`config.mk`:
```
export PLATFORM = sky130hd
export DESIGN_NAME = svge_front
export DESIGN_NICKNAME = d
export VERILOG_FILES = /design/src/hw/rtl/svge_pkg.sv /design/src/hw/rtl/svge_front.sv
export SDC_FILE = /design/constraint.sdc
export NUM_CORES = 1
export LEC_CHECK = 0
export BUFFER_PORTS_ARGS = -buffer_cell sky130_fd_sc_hd__buf_4
export CAP_MARGIN = 10
export CORE_AREA = 2 2 133 135
export CTS_CLUSTER_DIAMETER = 80
export DETAILED_ROUTE_END_ITERATION = 10
export DIE_AREA = 0 0 135 137
export PLACE_DENSITY = 0.77
export RECOVER_POWER = 100
export SLEW_MARGIN = 20
export SYNTH_ARGS = -nofsm -noshare
export SYNTH_HDL_FRONTEND = slang
export SYNTH_SLANG_ARGS = --single-unit
```
`constraint.sdc`:
```
create_clock -name clk -period 5.09 [get_ports clk]
set_input_delay 0.7635 -clock clk [delete_from_list [all_inputs] [get_ports clk]]
set_output_delay 0.7635 -clock clk [all_outputs]
set_load 0.05 [all_outputs]
```
`src/hw/rtl/svge_pkg.sv`:
```
// Shared types, codes and arithmetic helpers for the state vector gate engine.
`timescale 1ns / 1ps
`default_nettype none
package svge_pkg;
    localparam logic [1:0] MODE_LOAD = 2'd0;
    localparam logic [1:0] MODE_READ = 2'd1;
    localparam logic [1:0] MODE_GATE = 2'd2;

    localparam logic [1:0] REPLY_LOAD = 2'd0;
    localparam logic [1:0] REPLY_READ = 2'd1;
    localparam logic [1:0] REPLY_GATE = 2'd2;

    localparam logic [3:0] G_H    = 4'd0;
    localparam logic [3:0] G_X    = 4'd1;
    localparam logic [3:0] G_Y    = 4'd2;
    localparam logic [3:0] G_Z    = 4'd3;
    localparam logic [3:0] G_S    = 4'd4;
    localparam logic [3:0] G_T    = 4'd5;
    localparam logic [3:0] G_CNOT = 4'd6;
    localparam logic [3:0] G_PH   = 4'd7;
    localparam logic [3:0] G_SWAP = 4'd8;
    localparam logic [3:0] G_CZ   = 4'd9;
    localparam logic [3:0] G_TOF  = 4'd10;

    localparam logic signed [15:0] INV_SQRT2 = 16'sd23170;

    typedef struct packed {
        logic [1:0]         mode;
        logic               gate_ok;
        logic [3:0]         kind;
        logic [3:0]         tq;
        logic [3:0]         cq;
        logic [3:0]         c2q;
        logic [9:0]         idx;
        logic signed [15:0] lre;
        logic signed [15:0] lim;
        logic signed [15:0] pc;
        logic signed [15:0] ps;
        logic [10:0]        rstart;
        logic [10:0]        rend;
    } cmd_t;

    typedef struct packed {
        logic valid;
        logic ready;
    } hs_t;

    function automatic logic signed [15:0] sat16(input logic signed [33:0] x);
        logic signed [15:0] r;
        if (x > 34'sd32767)
            r = 16'sh7fff;
        else if (x < -34'sd32768)
            r = 16'sh8000;
        else
            r = x[15:0];
        return r;
    endfunction

    function automatic logic signed [15:0] rnd15(input logic signed [33:0] p);
        logic signed [33:0] q;
        q = p + 34'sd16384;
        return sat16(q >>> 15);
    endfunction

    function automatic logic signed [15:0] neg16(input logic signed [15:0] x);
        return (x == 16'sh8000) ? 16'sh7fff : -x;
    endfunction
endpackage
`default_nettype wire

```
`src/hw/rtl/svge_front.sv`:
```
// Front end: accepts commands, checks gate operands and queues them for the back end.
`timescale 1ns / 1ps
`default_nettype none
module svge_front #(
    parameter int QUBITS = 10
) (
    input  wire logic          clk,
    input  wire logic          rst_n,
    input  wire logic          start,
    output logic               busy,
    input  wire svge_pkg::cmd_t in_cmd,
    output svge_pkg::cmd_t     out_cmd,
    output svge_pkg::hs_t      q_hs_o,
    input  wire logic          q_pop
);
    import svge_pkg::*;

    cmd_t   q_reg [2];
    logic   rd_ptr_reg, rd_ptr_next, wr_ptr_reg, wr_ptr_next;
    logic [1:0] cnt_reg, cnt_next;
    logic   push, need_c;
    cmd_t   dec;

    always_comb
    begin
        need_c = (in_cmd.kind == G_CNOT) || (in_cmd.kind == G_SWAP)
              || (in_cmd.kind == G_CZ) || (in_cmd.kind == G_TOF);
        dec = in_cmd;
        dec.gate_ok = (in_cmd.kind <= G_TOF) && (32'(in_cmd.tq) < QUBITS)
                   && (!need_c || (32'(in_cmd.cq) < QUBITS))
                   && ((in_cmd.kind != G_TOF) || (32'(in_cmd.c2q) < QUBITS));
    end

    assign busy = (cnt_reg == 2'd2);
    assign push = start && !busy;
    assign out_cmd = q_reg[rd_ptr_reg];
    assign q_hs_o.valid = (cnt_reg != 2'd0);
    assign q_hs_o.ready = !busy;

    always_comb
    begin
        rd_ptr_next = rd_ptr_reg ^ q_pop;
        wr_ptr_next = wr_ptr_reg ^ push;
        cnt_next = cnt_reg + 2'(push) - 2'(q_pop);
    end

    always_ff @(posedge clk)
    begin
        if (push)
            q_reg[wr_ptr_reg] <= dec;
    end

    always_ff @(posedge clk or negedge rst_n)
    begin
        if (!rst_n)
        begin
            rd_ptr_reg <= 1'b0;
            wr_ptr_reg <= 1'b0;
            cnt_reg <= 2'd0;
        end
        else
        begin
            rd_ptr_reg <= rd_ptr_next;
            wr_ptr_reg <= wr_ptr_next;
            cnt_reg <= cnt_next;
        end
    end
endmodule
`default_nettype wire

```
==> results summary <==
The worst supply voltage drop on vdd came out at about 0.56 mV. The count of yosys warnings during synthesis is 0. The pre-antenna-repair detailed-routing pass consisted of 4 iterations. The via count of the first global-routing pass came out at 4746. The setup total negative slack came out at 0 ps. The initial antenna violation count is 1. In the post-synthesis netlist, the biggest area contributors are sky130_fd_sc_hd__edfxtp_1, sky130_fd_sc_hd__mux2_2, sky130_fd_sc_hd__mux2_4.

The clock sink total came out at between 200 and 250. The maximum buffer depth of the clock tree came out at 3. The routed design could run at a clock period as short as 3882 ps.

Gates resized during post-CTS repair numbered 0. The detailed router finished its first iteration with 176 violations. The number of nets in the layout is roughly 770. After detailed routing, the total wire length is 16.21 mm.

The switching power total is 3073 uW. The number of buffers and inverters on the critical path is 2. The post-CTS setup buffer count is 0. The first-pass GRT wire length is 23.85 mm. The clock-pin slew of the registers on the worst-case setup and hold paths is 60 ps.

Sequential cells were found to cover 80.19% of the synthesized design area. On the critical path the largest part of the delay comes from adder cells. The min-delay analysis places its worst path in the category input port to async pin. At the pin with the least slew margin, the transition time is between 2000 and 2500 ps. The final max-slew violation count came out at 85.

The count of mapped cells out of synthesis came out at 388. The combinational fraction of design power is about two fifths. The tightest slew margin relative to the limit came out at -56.54%. After legalization and detailed placement, the total HPWL measured 10.73 mm. The design draws about 7500 uW. The post-synthesis area per instance came out at 22.52 sq um. The path type of the worst setup path is register to register. The number of input and output port buffers inserted is 235.

The run finished, with violations left. The floorplan step defined a die boundary enclosing 18500 sq um. The count of nets left with antenna violations after detail routing came out at 0.

The worst register-to-register path begins at cnt_reg[0]. The initial standard-cell utilization of the core is 51.23%. Dividing the detail-routed via count by the number of cells gives 5.011. The average wire per cell in the routed design came out at 18.32 microns.

The endpoint required time on the critical path came out at 5210 ps. The layout cell share with drive strength beyond 1 is 36.82%. Sequential cells account for 37.6% of the total power. Setup repair after global routing left no endpoint under its margin. The signal on the critical path passes through nand2b_1, nand2_1, inv_1, ha_1, clkbuf_2. For this design the static power due to leakage is 0.003878 uW. The worst clock skew came out at between 6 and 7 ps. The register with the most flip-flops in the layout has 230 of them. The core outline area came out at between 15000 and 20000 sq um.

In this run the clock root is driven by a sky130_fd_sc_hd__clkbuf_16. The share of total power in the clock network came out at 22.9%. The summed instance area of the synthesized netlist came out at 8737 sq um.

The number of levels the H-tree was split into came out at 1. The maximum fanout encountered on the critical timing path is 49. The count of cell types in the netlist came out at 20. Hold repair after CTS inserted 0 buffers. The synthesized design contains 234 register bits.

The design internal power came out at 4475 uW. The aggregate global-route resource usage came out at approximately 17%. The register-to-register path setup slack is 1210 ps. The ratio of final minimum period to clock period is 76.27%. The switching power as a share of total power is 40.71%. The slowest cell on the critical path is sky130_fd_sc_hd__ha_1. The source-to-sink clock delay at the later pin of the worst-skew pair is 500 ps.

The cell count along the critical path is 5. The library cell occupying the most area in the post-synthesis netlist is sky130_fd_sc_hd__edfxtp_1. The number of clock buffers added by TritonCTS is 25. The total congestion overflow after global routing came out at 0.

The worst path arrival time came out at 4000 ps. The maximum number of pins on one net before global-route repair came out at 64. The final reports fail on capacitance limit, slew limit.

The repair_antennas step left the layout with diodes totalling 0. The layout-stage area growth over the synthesis result is 25.43%. The net count after synthesis is 511.

The final routed DRC violation total is 0. The nature of the critical path endpoint is a register. The peak per-stage delay on the critical path came out at 1750 ps. The element type at the critical path start is a register.

TritonCTS built the clock tree. Row generation in the floorplan step produced 48 rows. Measured in cells, the most critical reg-to-reg path has a length of 5. The via count is 4435. Timing would allow up to 257.6 MHz. In this run the vertical extent of the chip is about 140 microns. The number of setup violations in the final report came out at 0. The final count of hold timing violations is 0. The I/O pin count came out at approximately 240. From left edge to right edge, the die measures 135 microns.

In this run the critical register-to-register path is captured at q_reg[0][67]. The reported max-cap violation count came out at 2. The top cell type's share of synthesized area is approximately four fifths.

The final estimated routing congestion in global placement is around 0.7. The power density normalized to cell area is 688.7 nW/um^2.
per-layer routing:
metal / wire length, microns / global-route usage [%]
met1: 6126 / 18.37
met2: 8273 / 30.01
met3: 1469 / 6.111
met4: 330 / 5.093
met5: 13 / 0
area by class of cell:
| type | count | area [sq um] |
|---|---|---|
| clock buffers | 29 | 640.6 |
| inverters | 6 | 22.52 |
| well taps | 225 | 281.5 |
| flip-flops and latches | 234 | 7010 |
| fillers | 1298 | 6097 |
| clock inverters | 16 | 165.2 |
| repair buffers | 240 | 1313 |
| multi-input cells | 135 | 1526 |
cells in the final DEF, fill, tap and decap left out, drive strengths merged, types with 2 or more instances in the layout:
| cell | count |
|---|---|
| clkbuf | 243 |
| edfxtp | 230 |
| mux2 | 115 |
| buf | 26 |
| clkinv | 11 |
| inv | 6 |
| ha | 4 |
| dfrtp | 4 |
| bufinv | 3 |
| nand2b | 2 |
| xnor2 | 2 |
| a21oi | 2 |
| xor2 | 2 |
| clkinvlp | 2 |
cell families after synthesis:
logic type | count (synthesis) | share of synthesized area (%)
AOI/OAI and AO/OA | 6 | 0.4583
buffers and inverters | 19 | 1.432
xor gates and xnor gates | 4 | 0.4010
DFF | 234 | 80.19
adders and majority gates | 4 | 0.5728
muxes | 115 | 16.54
and+or+nand+nor | 6 | 0.4009
per-stage QoR:
stage          std cells  setup WS [ps]  instance area (sq um)  hold slack, ps  utilization, %
6_report             885           1208                  10960           91.89           64.25
5_1_grt              885          832.2                  10960           78.48           64.25
3_3_place_gp         840           2290                  10760           477.8           63.08
3_5_place_dp         840           2250                  10760           505.6           63.08
4_1_cts              885           1706                  11560           35.50           67.80
2_1_floorplan        388          861.7                   8737           460.4               -
synthesized netlist by cell type (all sizes together):
master  number
a41oi        1
a21oi        2
ha           4
xor2         2
nand2        1
edfxtp     230
or3b         1
o221ai       1
o211ai       1
nand2b       2
dfrtp        4
xnor2        2
buf         13
inv          6
nor2         1
mux2       115
o21ai        1
or2          1
worst max-delay path by stage:
stage	end	start	slack (ps)
floorplan	q_reg[1][0]	cnt_reg[0]	860
global placement	out_cmd[96]	rd_ptr_reg	2290
detailed placement	out_cmd[93]	rd_ptr_reg	2250
global route	q_reg[0][54]	cnt_reg[0]	830
CTS	out_cmd[12]	rd_ptr_reg	1710
finish	q_reg[0][67]	cnt_reg[0]	1210
power by group through the flow:
| stage | registers, uW | logic [uW] | clock network, uW |
|---|---|---|---|
| after floorplan | 2790 | 2600 | 0 |
| after global placement | 2840 | 3390 | 0 |
| after detailed placement | 2880 | 3420 | 0 |
| after CTS | 2840 | 3430 | 1780 |
| after global routing | 2880 | 3120 | 1850 |
| final | 2830 | 2980 | 1730 |
(Power assumes the default switching activity.)
